`src/rtl/nsc_pkg.sv`:
```
// ----------------------------------------------------------------------------
// nsc_pkg
// Shared types, character codes and helper functions for the NMEA sentence
// checker.
// ----------------------------------------------------------------------------
package nsc_pkg;

    // Longest line that is still accepted, counting the newline.
    localparam int MAX_LINE_DEFAULT = 82;

    // Character codes of the framing.
    localparam logic [7:0] CHAR_NEWLINE = 8'h0A;
    localparam logic [7:0] CHAR_DOLLAR  = 8'h24;
    localparam logic [7:0] CHAR_STAR    = 8'h2A;

    // Header length that decides the sentence kind.
    localparam logic [6:0] HEADER_LEN   = 7'd6;
    localparam logic [6:0] COUNT_SAT    = 7'd127;

    // Sentence kinds.
    localparam logic [1:0] KIND_OTHER   = 2'd0;
    localparam logic [1:0] KIND_FIX     = 2'd1;
    localparam logic [1:0] KIND_VIEW    = 2'd2;

    // Width of the packed result on the output stream.
    localparam int OUT_DATA_W = 24;

    // Line parser phases, one-hot.
    typedef enum logic [5:0] {
        PH_START = 6'b000001,
        PH_BODY  = 6'b000010,
        PH_HEX1  = 6'b000100,
        PH_HEX2  = 6'b001000,
        PH_TAIL  = 6'b010000,
        PH_SKIP  = 6'b100000
    } phase_t;

    // Verdict for one line.
    typedef struct packed {
        logic [6:0] line_length;
        logic [7:0] computed_sum;
        logic [1:0] sentence_kind;
        logic       line_valid;
    } verdict_t;

    // Header byte of a position fix sentence ("$GPGGA") at a position.
    function automatic logic [7:0] hdr_fix_byte(input logic [2:0] idx);
        logic [7:0] b;
        case (idx)
            3'd0:    b = 8'h24;
            3'd1:    b = 8'h47;
            3'd2:    b = 8'h50;
            3'd3:    b = 8'h47;
            3'd4:    b = 8'h47;
            3'd5:    b = 8'h41;
            default: b = 8'h00;
        endcase
        return b;
    endfunction

    // Header byte of a satellites in view sentence ("$GPGSV") at a position.
    function automatic logic [7:0] hdr_view_byte(input logic [2:0] idx);
        logic [7:0] b;
        case (idx)
            3'd0:    b = 8'h24;
            3'd1:    b = 8'h47;
            3'd2:    b = 8'h50;
            3'd3:    b = 8'h47;
            3'd4:    b = 8'h53;
            3'd5:    b = 8'h56;
            default: b = 8'h00;
        endcase
        return b;
    endfunction

    // Uppercase hex digit decode: bit 4 is the good flag, bits 3:0 the value.
    // A byte that is not a digit decodes to value zero with the flag clear.
    function automatic logic [4:0] hex_decode(input logic [7:0] c);
        logic [4:0] r;
        if (c >= 8'h30 && c <= 8'h39) begin
            r = {1'b1, c[3:0]};
        end
        else if (c >= 8'h41 && c <= 8'h46) begin
            r = {1'b1, 4'(c[3:0] + 4'd9)};
        end
        else begin
            r = 5'b0_0000;
        end
        return r;
    endfunction

endpackage

```
`src/rtl/nmea_sentence_checker_unit.sv`:
```
// ----------------------------------------------------------------------------
// Latency: a newline byte passes through the input register, then the result
// register, before its verdict shows on m_tvalid.
// Throughput: one byte per cycle; a held verdict stalls only the next newline.
// Reset: rst_n clears the parser to start of line and empties both registers.
// ----------------------------------------------------------------------------
// nmea_sentence_checker_unit
// Checks NMEA 0183 lines from a byte stream and gives one verdict per line:
// framing, length and checksum good, sentence kind, computed XOR and length.
// ----------------------------------------------------------------------------
module nmea_sentence_checker_unit
    import nsc_pkg::*;
#(
    parameter int MAX_LINE = MAX_LINE_DEFAULT
)
(
    input  logic                  clk,
    input  logic                  rst_n,
    input  logic                  s_tvalid,
    output logic                  s_tready,
    input  logic [7:0]            s_tdata,   // [7:0] rx_byte
    output logic                  m_tvalid,
    input  logic                  m_tready,
    output logic [OUT_DATA_W-1:0] m_tdata    // [0] line_valid, [2:1] sentence_kind,
                                             // [10:3] computed_sum, [17:11] line_length
);

    logic       in_valid_reg;
    logic [7:0] in_byte_reg;
    logic       is_eol;
    logic       out_free;
    logic       advance;
    logic       out_load;
    verdict_t   verdict;

    // Input register handshake: a byte leaves when it is not a newline or
    // when the result register can take its verdict.
    assign is_eol   = (in_byte_reg == CHAR_NEWLINE);
    assign advance  = in_valid_reg && (!is_eol || out_free);
    assign out_load = advance && is_eol;
    assign s_tready = !in_valid_reg || advance;

    always_ff @(posedge clk or negedge rst_n)
    begin
        if (!rst_n) begin
            in_valid_reg <= 1'b0;
        end
        else if (s_tready) begin
            in_valid_reg <= s_tvalid;
        end
    end

    always_ff @(posedge clk)
    begin
        if (s_tready && s_tvalid) begin
            in_byte_reg <= s_tdata;
        end
    end

    // Line parser state.
    nsc_line_tracker #(
        .MAX_LINE (MAX_LINE)
    ) u_tracker (
        .clk     (clk),
        .rst_n   (rst_n),
        .step    (advance),
        .rx_byte (in_byte_reg),
        .verdict (verdict)
    );

    // Result register.
    nsc_out_reg u_out (
        .clk      (clk),
        .rst_n    (rst_n),
        .load     (out_load),
        .verdict  (verdict),
        .free     (out_free),
        .m_tvalid (m_tvalid),
        .m_tready (m_tready),
        .m_tdata  (m_tdata)
    );

    // A verdict is never loaded over one that is still waiting.
    a_no_overwrite: assert property (@(posedge clk) disable iff (!rst_n)
        !(out_load && m_tvalid && !m_tready))
        else $error("verdict loaded over a waiting result");

    // The input side stalls only while a byte is held.
    a_stall_held: assert property (@(posedge clk) disable iff (!rst_n)
        !s_tready |-> in_valid_reg)
        else $error("input stalled with nothing held");

    // A valid line is always longer than its header.
    a_valid_len: assert property (@(posedge clk) disable iff (!rst_n)
        (m_tvalid && m_tdata[0]) |-> (m_tdata[17:11] > HEADER_LEN))
        else $error("valid verdict with short line");

    // Sentence kind never takes the unused code.
    a_kind_code: assert property (@(posedge clk) disable iff (!rst_n)
        m_tvalid |-> (m_tdata[2:1] != 2'b11))
        else $error("unused sentence kind code");

endmodule

```
`src/rtl/nsc_line_tracker.sv`:
```
// ----------------------------------------------------------------------------
// nsc_line_tracker
// Per-line state of the checker. Each step takes one registered byte,
// updates the parser state and forms the verdict that a newline delivers.
// ----------------------------------------------------------------------------
module nsc_line_tracker
    import nsc_pkg::*;
#(
    parameter int MAX_LINE = MAX_LINE_DEFAULT
)
(
    input  logic       clk,
    input  logic       rst_n,
    input  logic       step,
    input  logic [7:0] rx_byte,
    output verdict_t   verdict
);

    localparam logic [6:0] MaxLen = 7'(MAX_LINE);

    phase_t     phase_reg, phase_next;
    logic [7:0] xor_reg, xor_next;
    logic [7:0] rsum_reg, rsum_next;
    logic [6:0] count_reg, count_next;
    logic       fix_reg, fix_next;
    logic       view_reg, view_next;
    logic       err_reg, err_next;

    logic       err_now;
    logic       in_header;
    logic [4:0] hex;
    logic [6:0] len;

    // Verdict for a newline arriving in the current state.
    always_comb
    begin
        err_now = err_reg | (count_reg >= MaxLen);
        len     = (count_reg == COUNT_SAT) ? COUNT_SAT : 7'(count_reg + 7'd1);

        verdict.line_length  = len;
        verdict.computed_sum = xor_reg;
        verdict.sentence_kind = KIND_OTHER;
        if (count_reg >= HEADER_LEN) begin
            if (fix_reg) begin
                verdict.sentence_kind = KIND_FIX;
            end
            else if (view_reg) begin
                verdict.sentence_kind = KIND_VIEW;
            end
        end
        verdict.line_valid = (phase_reg == PH_TAIL) && !err_now &&
                             (rsum_reg == xor_reg) && (len > HEADER_LEN);
    end

    // Next state for one byte.
    always_comb
    begin
        phase_next = phase_reg;
        xor_next   = xor_reg;
        rsum_next  = rsum_reg;
        count_next = count_reg;
        fix_next   = fix_reg;
        view_next  = view_reg;
        err_next   = err_now;
        in_header  = (count_reg < HEADER_LEN);
        hex        = hex_decode(rx_byte);

        if (rx_byte == CHAR_NEWLINE) begin
            // End of line: everything returns to its reset value.
            phase_next = PH_START;
            xor_next   = 8'h00;
            rsum_next  = 8'h00;
            count_next = 7'd0;
            fix_next   = 1'b1;
            view_next  = 1'b1;
            err_next   = 1'b0;
        end
        else begin
            // Header comparison against the two known sentence types.
            if (in_header && rx_byte != hdr_fix_byte(count_reg[2:0])) begin
                fix_next = 1'b0;
            end
            if (in_header && rx_byte != hdr_view_byte(count_reg[2:0])) begin
                view_next = 1'b0;
            end

            unique case (phase_reg)
                PH_START:
                begin
                    if (rx_byte == CHAR_DOLLAR) begin
                        phase_next = PH_BODY;
                    end
                    else begin
                        err_next   = 1'b1;
                        phase_next = PH_SKIP;
                    end
                end
                PH_BODY:
                begin
                    if (rx_byte == CHAR_STAR) begin
                        phase_next = PH_HEX1;
                    end
                    else begin
                        xor_next = xor_reg ^ rx_byte;
                    end
                end
                PH_HEX1:
                begin
                    err_next   = err_now | ~hex[4];
                    rsum_next  = {rsum_reg[3:0], hex[3:0]};
                    phase_next = PH_HEX2;
                end
                PH_HEX2:
                begin
                    err_next   = err_now | ~hex[4];
                    rsum_next  = {rsum_reg[3:0], hex[3:0]};
                    phase_next = PH_TAIL;
                end
                PH_TAIL:
                begin
                    phase_next = PH_TAIL;
                end
                PH_SKIP:
                begin
                    phase_next = PH_SKIP;
                end
                default:
                begin
                    phase_next = PH_SKIP;
                end
            endcase

            if (count_reg != COUNT_SAT) begin
                count_next = 7'(count_reg + 7'd1);
            end
        end
    end

    // State registers, advanced once per byte.
    always_ff @(posedge clk or negedge rst_n)
    begin
        if (!rst_n) begin
            phase_reg <= PH_START;
            xor_reg   <= 8'h00;
            rsum_reg  <= 8'h00;
            count_reg <= 7'd0;
            fix_reg   <= 1'b1;
            view_reg  <= 1'b1;
            err_reg   <= 1'b0;
        end
        else if (step) begin
            phase_reg <= phase_next;
            xor_reg   <= xor_next;
            rsum_reg  <= rsum_next;
            count_reg <= count_next;
            fix_reg   <= fix_next;
            view_reg  <= view_next;
            err_reg   <= err_next;
        end
    end

endmodule

```
`src/rtl/nsc_out_reg.sv`:
```
// ----------------------------------------------------------------------------
// nsc_out_reg
// Result register of the checker. Holds one verdict until the downstream
// side takes the transfer, and packs it onto the output stream.
// ----------------------------------------------------------------------------
module nsc_out_reg
    import nsc_pkg::*;
(
    input  logic                  clk,
    input  logic                  rst_n,
    input  logic                  load,
    input  verdict_t              verdict,
    output logic                  free,
    output logic                  m_tvalid,
    input  logic                  m_tready,
    output logic [OUT_DATA_W-1:0] m_tdata
);

    logic     valid_reg;
    verdict_t data_reg;

    // The register can take a verdict when empty or being drained.
    assign free = !valid_reg || m_tready;

    // Valid flag.
    always_ff @(posedge clk or negedge rst_n)
    begin
        if (!rst_n) begin
            valid_reg <= 1'b0;
        end
        else if (load) begin
            valid_reg <= 1'b1;
        end
        else if (m_tready) begin
            valid_reg <= 1'b0;
        end
    end

    // Verdict payload.
    always_ff @(posedge clk)
    begin
        if (load) begin
            data_reg <= verdict;
        end
    end

    assign m_tvalid = valid_reg;
    assign m_tdata  = {{(OUT_DATA_W - $bits(verdict_t)){1'b0}}, data_reg};

endmodule
```
`config.mk`:
```
export PLATFORM = sky130hd
export DESIGN_NAME = nmea_sentence_checker_unit
export DESIGN_NICKNAME = d
export VERILOG_FILES = /design/src/rtl/nsc_pkg.sv /design/src/rtl/nmea_sentence_checker_unit.sv /design/src/rtl/nsc_line_tracker.sv /design/src/rtl/nsc_out_reg.sv
export SDC_FILE = /design/constraint.sdc
export NUM_CORES = 1
export LEC_CHECK = 0
export BUFFER_PORTS_ARGS = -buffer_cell sky130_fd_sc_hd__buf_2
export CAP_MARGIN = 15
export CORE_ASPECT_RATIO = 0.75
export CORE_MARGIN = 2
export CORE_UTILIZATION = 35
export CTS_BUF_LIST = sky130_fd_sc_hd__clkbuf_16
export DETAILED_ROUTE_END_ITERATION = 10
export RECOVER_POWER = 50
export SLEW_MARGIN = 20
export SYNTH_ARGS = -nofsm -noshare
export SYNTH_HDL_FRONTEND = slang
export SYNTH_SLANG_ARGS = --single-unit
```
`constraint.sdc`:
```
create_clock -name clk -period 3.9 [get_ports clk]
set_input_delay 0.39 -clock clk [delete_from_list [all_inputs] [get_ports clk]]
set_output_delay 0.39 -clock clk [all_outputs]
set_load 0.02 [all_outputs]
```
==> impl_metrics.json <==
{
  "tns_ns": 0,
  "areaGrowthSynthToFinish_pct": 14.75,
  "worstPathRequired_ns": 3.51,
  "grt_pass1_vias": 2502,
  "violations": "capacitance limit, slew limit",
  "gr-usage-met2": 0.2392,
  "path_class": "register to output port",
  "maxSlewHeadroom": -0.3520,
  "cp_max_fo": 14,
  "ctsHoldBuffers": 0,
  "hold_viol": 0,
  "num_rows": 31,
  "status": "finished with violations",
  "fmaxAchievable_ghz": 0.3622,
  "worst_pin_slew_ns": 2.028,
  "pwr_density_cell_nw_per_um2": 538.3,
  "antenna_found_initial": 0,
  "fin_nets": 374,
  "cts-resized-gates": 0,
  "ctsRootBufferMaster": "clkbuf_16",
  "synth_mux_area_frac": 0.009266,
  "seqPwrFrac": 0.414,
  "leakage_nw": 1.517,
  "final_core_util": 0.4076,
  "io_pins": 38,
  "synthArstFlopShare": 0.5667,
  "overflow": 0,
  "p_comb_frac": 0.221,
  "cp-end-kind": "output port",
  "layout_common_cells": "dfrtp_1 (31), nand2_1 (26), nor2_1 (26), edfxtp_1 (26), a21oi_1 (21)",
  "ir_drop_mv": 0.2512,
  "routabilityCongestion": 0.8765,
  "die_w_microns": 117.4,
  "vias_per_cell": 5.166,
  "vias": 2526,
  "htreeDepth": 3,
  "fin_worst_skew_ns": 0.01022,
  "synth_cells": 325,
  "globalRouteMet3Util": 0.04911,
  "antenna_cells": 0,
  "cts.sinks": 60,
  "drtIter0Drc": 140,
  "synth-edff-count": 26,
  "clkPwrFrac": 0.365,
  "hp-class": "primary input to register",
  "cts_buffer_depth": 2,
  "rsz0062_at_grt": "false",
  "cp-start-kind": "register",
  "die-area_sq_um": 10450,
  "wirelength_microns": 8156,
  "start_util": 0.3552,
  "grtUsageTotal": 0.1745,
  "clkLatencyLatePin_ns": 0.34,
  "postPlaceCellArea_sq_um": 3612,
  "yosysSeqAreaShare": 0.4844,
  "clk_pin_slew_worst_paths_ns": 0.05,
  "coreArea_sq_um": 9503,
  "synth_xor_area_frac": 0.07265,
  "period_needed_ns": 2.761,
  "p_int_mw": 1.434,
  "cp.arrival_ns": 2.37,
  "synth-seq-cells": 60,
  "dpl.hpwl_microns": 5689,
  "seq_area_sq_um": 1635,
  "period_share": 0.7079,
  "gr-max-usage-layer": "met1",
  "final_common_cell": "dfrtp_1",
  "synth_simple_gate_area_frac": 0.1761,
  "ys_warn_count": 0,
  "power_mw": 2.085,
  "die_y_microns": 89.05,
  "drive_gt1_frac": 0.1457,
  "drtAntennaViolNets": 0,
  "cts_buffers": 9,
  "global_route.usage.met1": 0.2569,
  "maxCapViolCount": 1,
  "tritoncts": "built",
  "drtPass1Iterations": 4,
  "synth_compound_area_frac": 0.1701,
  "io_buffers": 31,
  "holdWs_ns": 0.2301,
  "synth_top_family_by_area": "simple AND/OR/NAND/NOR gates",
  "synth_area_sq_um": 3376,
  "grt_pass1_wl_microns": 13650,
  "cp-startpoint": "in_byte_reg[0]",
  "r2r-start": "in_byte_reg[0]",
  "synth_cell_type_count": 66,
  "slew_violations": 35,
  "power_switching_uw": 651.4,
  "multi_input_area_sq_um": 1593,
  "design_area_sq_um": 3874,
  "fillers": 958,
  "grt_max_degree": 35,
  "drc": 0,
  "post_cts_buffers": 0,
  "p_sw_frac": 0.3124,
  "wire_per_inst_microns": 16.68,
  "largest_reg_flops": 18,
  "synth_flop_cell": "dfrtp_1",
  "avgSynthCellArea_sq_um": 10.39,
  "synth_fa_ha_area_frac": 0.03706,
  "min_from": "s_tdata[4]",
  "setup_viol": 0
}
==> power groups by stage <==
| stage | combinational, mW | sequential [mW] | clock [mW] |
|---|---|---|---|
| after floorplan | 0.407 | 0.799 | 0 |
| after global placement | 0.453 | 0.867 | 0 |
| after detailed placement | 0.453 | 0.868 | 0 |
| after CTS | 0.459 | 0.857 | 0.779 |
| after global routing | 0.527 | 0.874 | 0.810 |
| final | 0.460 | 0.863 | 0.762 |
==> layout make-up <==
type / instances / share of cell area
clock buffer: 9 / 0.05814
clock inverter: 7 / 0.01583
inverter: 13 / 0.01260
multi-input combinational: 235 / 0.4112
sequential: 60 / 0.4222
tap: 132 / 0.04264
timing repair buffer: 33 / 0.03747
==> final timing paths <==
| path | end | slack [ns] | cells after the start |
|---|---|---|---|
| min in group asynchronous | u_out.m_tvalid | 0.62 | 1 |
| max in group asynchronous | u_tracker.xor_reg[7] | 2.09 | 1 |
| worst max register to register | u_tracker.count_reg[1] | 1.37 | 7 |
| worst min register to register | u_out.m_tdata[10] | 0.51 | 0 |
| worst max-delay path | s_tready | 1.14 | 6 |
| worst min-delay path | in_byte_reg[4] | 0.23 | 1 |
==> per-layer routing <==
layer,share of wire,up-vias
met3,0.050,13
met1,0.54,1222
met2,0.39,70
met4,0.017,0
met5,0,-
li1,-,1221
==> synthesized netlist by cell type, types with 3 or more instances <==
library cell	number	area, sq um
a211oi_1	6	45.04
a21oi_1	21	105.1
a22o_1	7	61.31
and3_1	6	37.54
buf_2	7	35.03
buf_4	7	52.55
clkbuf_1	8	30.03
dfrtp_1	31	775.7
dfstp_2	3	78.83
edfxtp_1	26	780.8
ha_1	10	125.1
inv_1	11	41.29
nand2_1	26	97.59
nand2b_1	6	37.54
nand3_1	5	25.02
nand4_1	3	18.77
nor2_1	26	97.59
nor3_1	5	25.02
nor3b_1	3	22.52
o21ai_0	15	75.07
o22ai_1	3	18.77
o2bb2ai_1	3	26.28
o31ai_1	3	22.52
xnor2_1	18	157.7
xor2_1	10	87.58
==> critical path, stage by stage (launching register included) <==
cell and delay, ns:
edfxtp_1 0.52, inv_1 0.25, ha_1 0.23, and4bb_2 0.29
nand2_4 0.15, or3_1 0.42, buf_2 0.18
==> cell families after synthesis <==
family	after synthesis
xor gates and xnor gates	28
AOI/OAI and AO/OA	82
DFF	60
adders and majority gates	10
and+or+nand+nor	106
other	1
muxes	3
buffers and inverters	35
==> metrics by stage <==
stage          worst slack (ns)  std cells
6_report                  1.139        489
5_1_grt                  0.9846        489
4_1_cts                   1.152        489
3_5_place_dp              1.446        473
3_3_place_gp              1.560        473
2_1_floorplan             1.401        330
(Power assumes the default switching activity.)
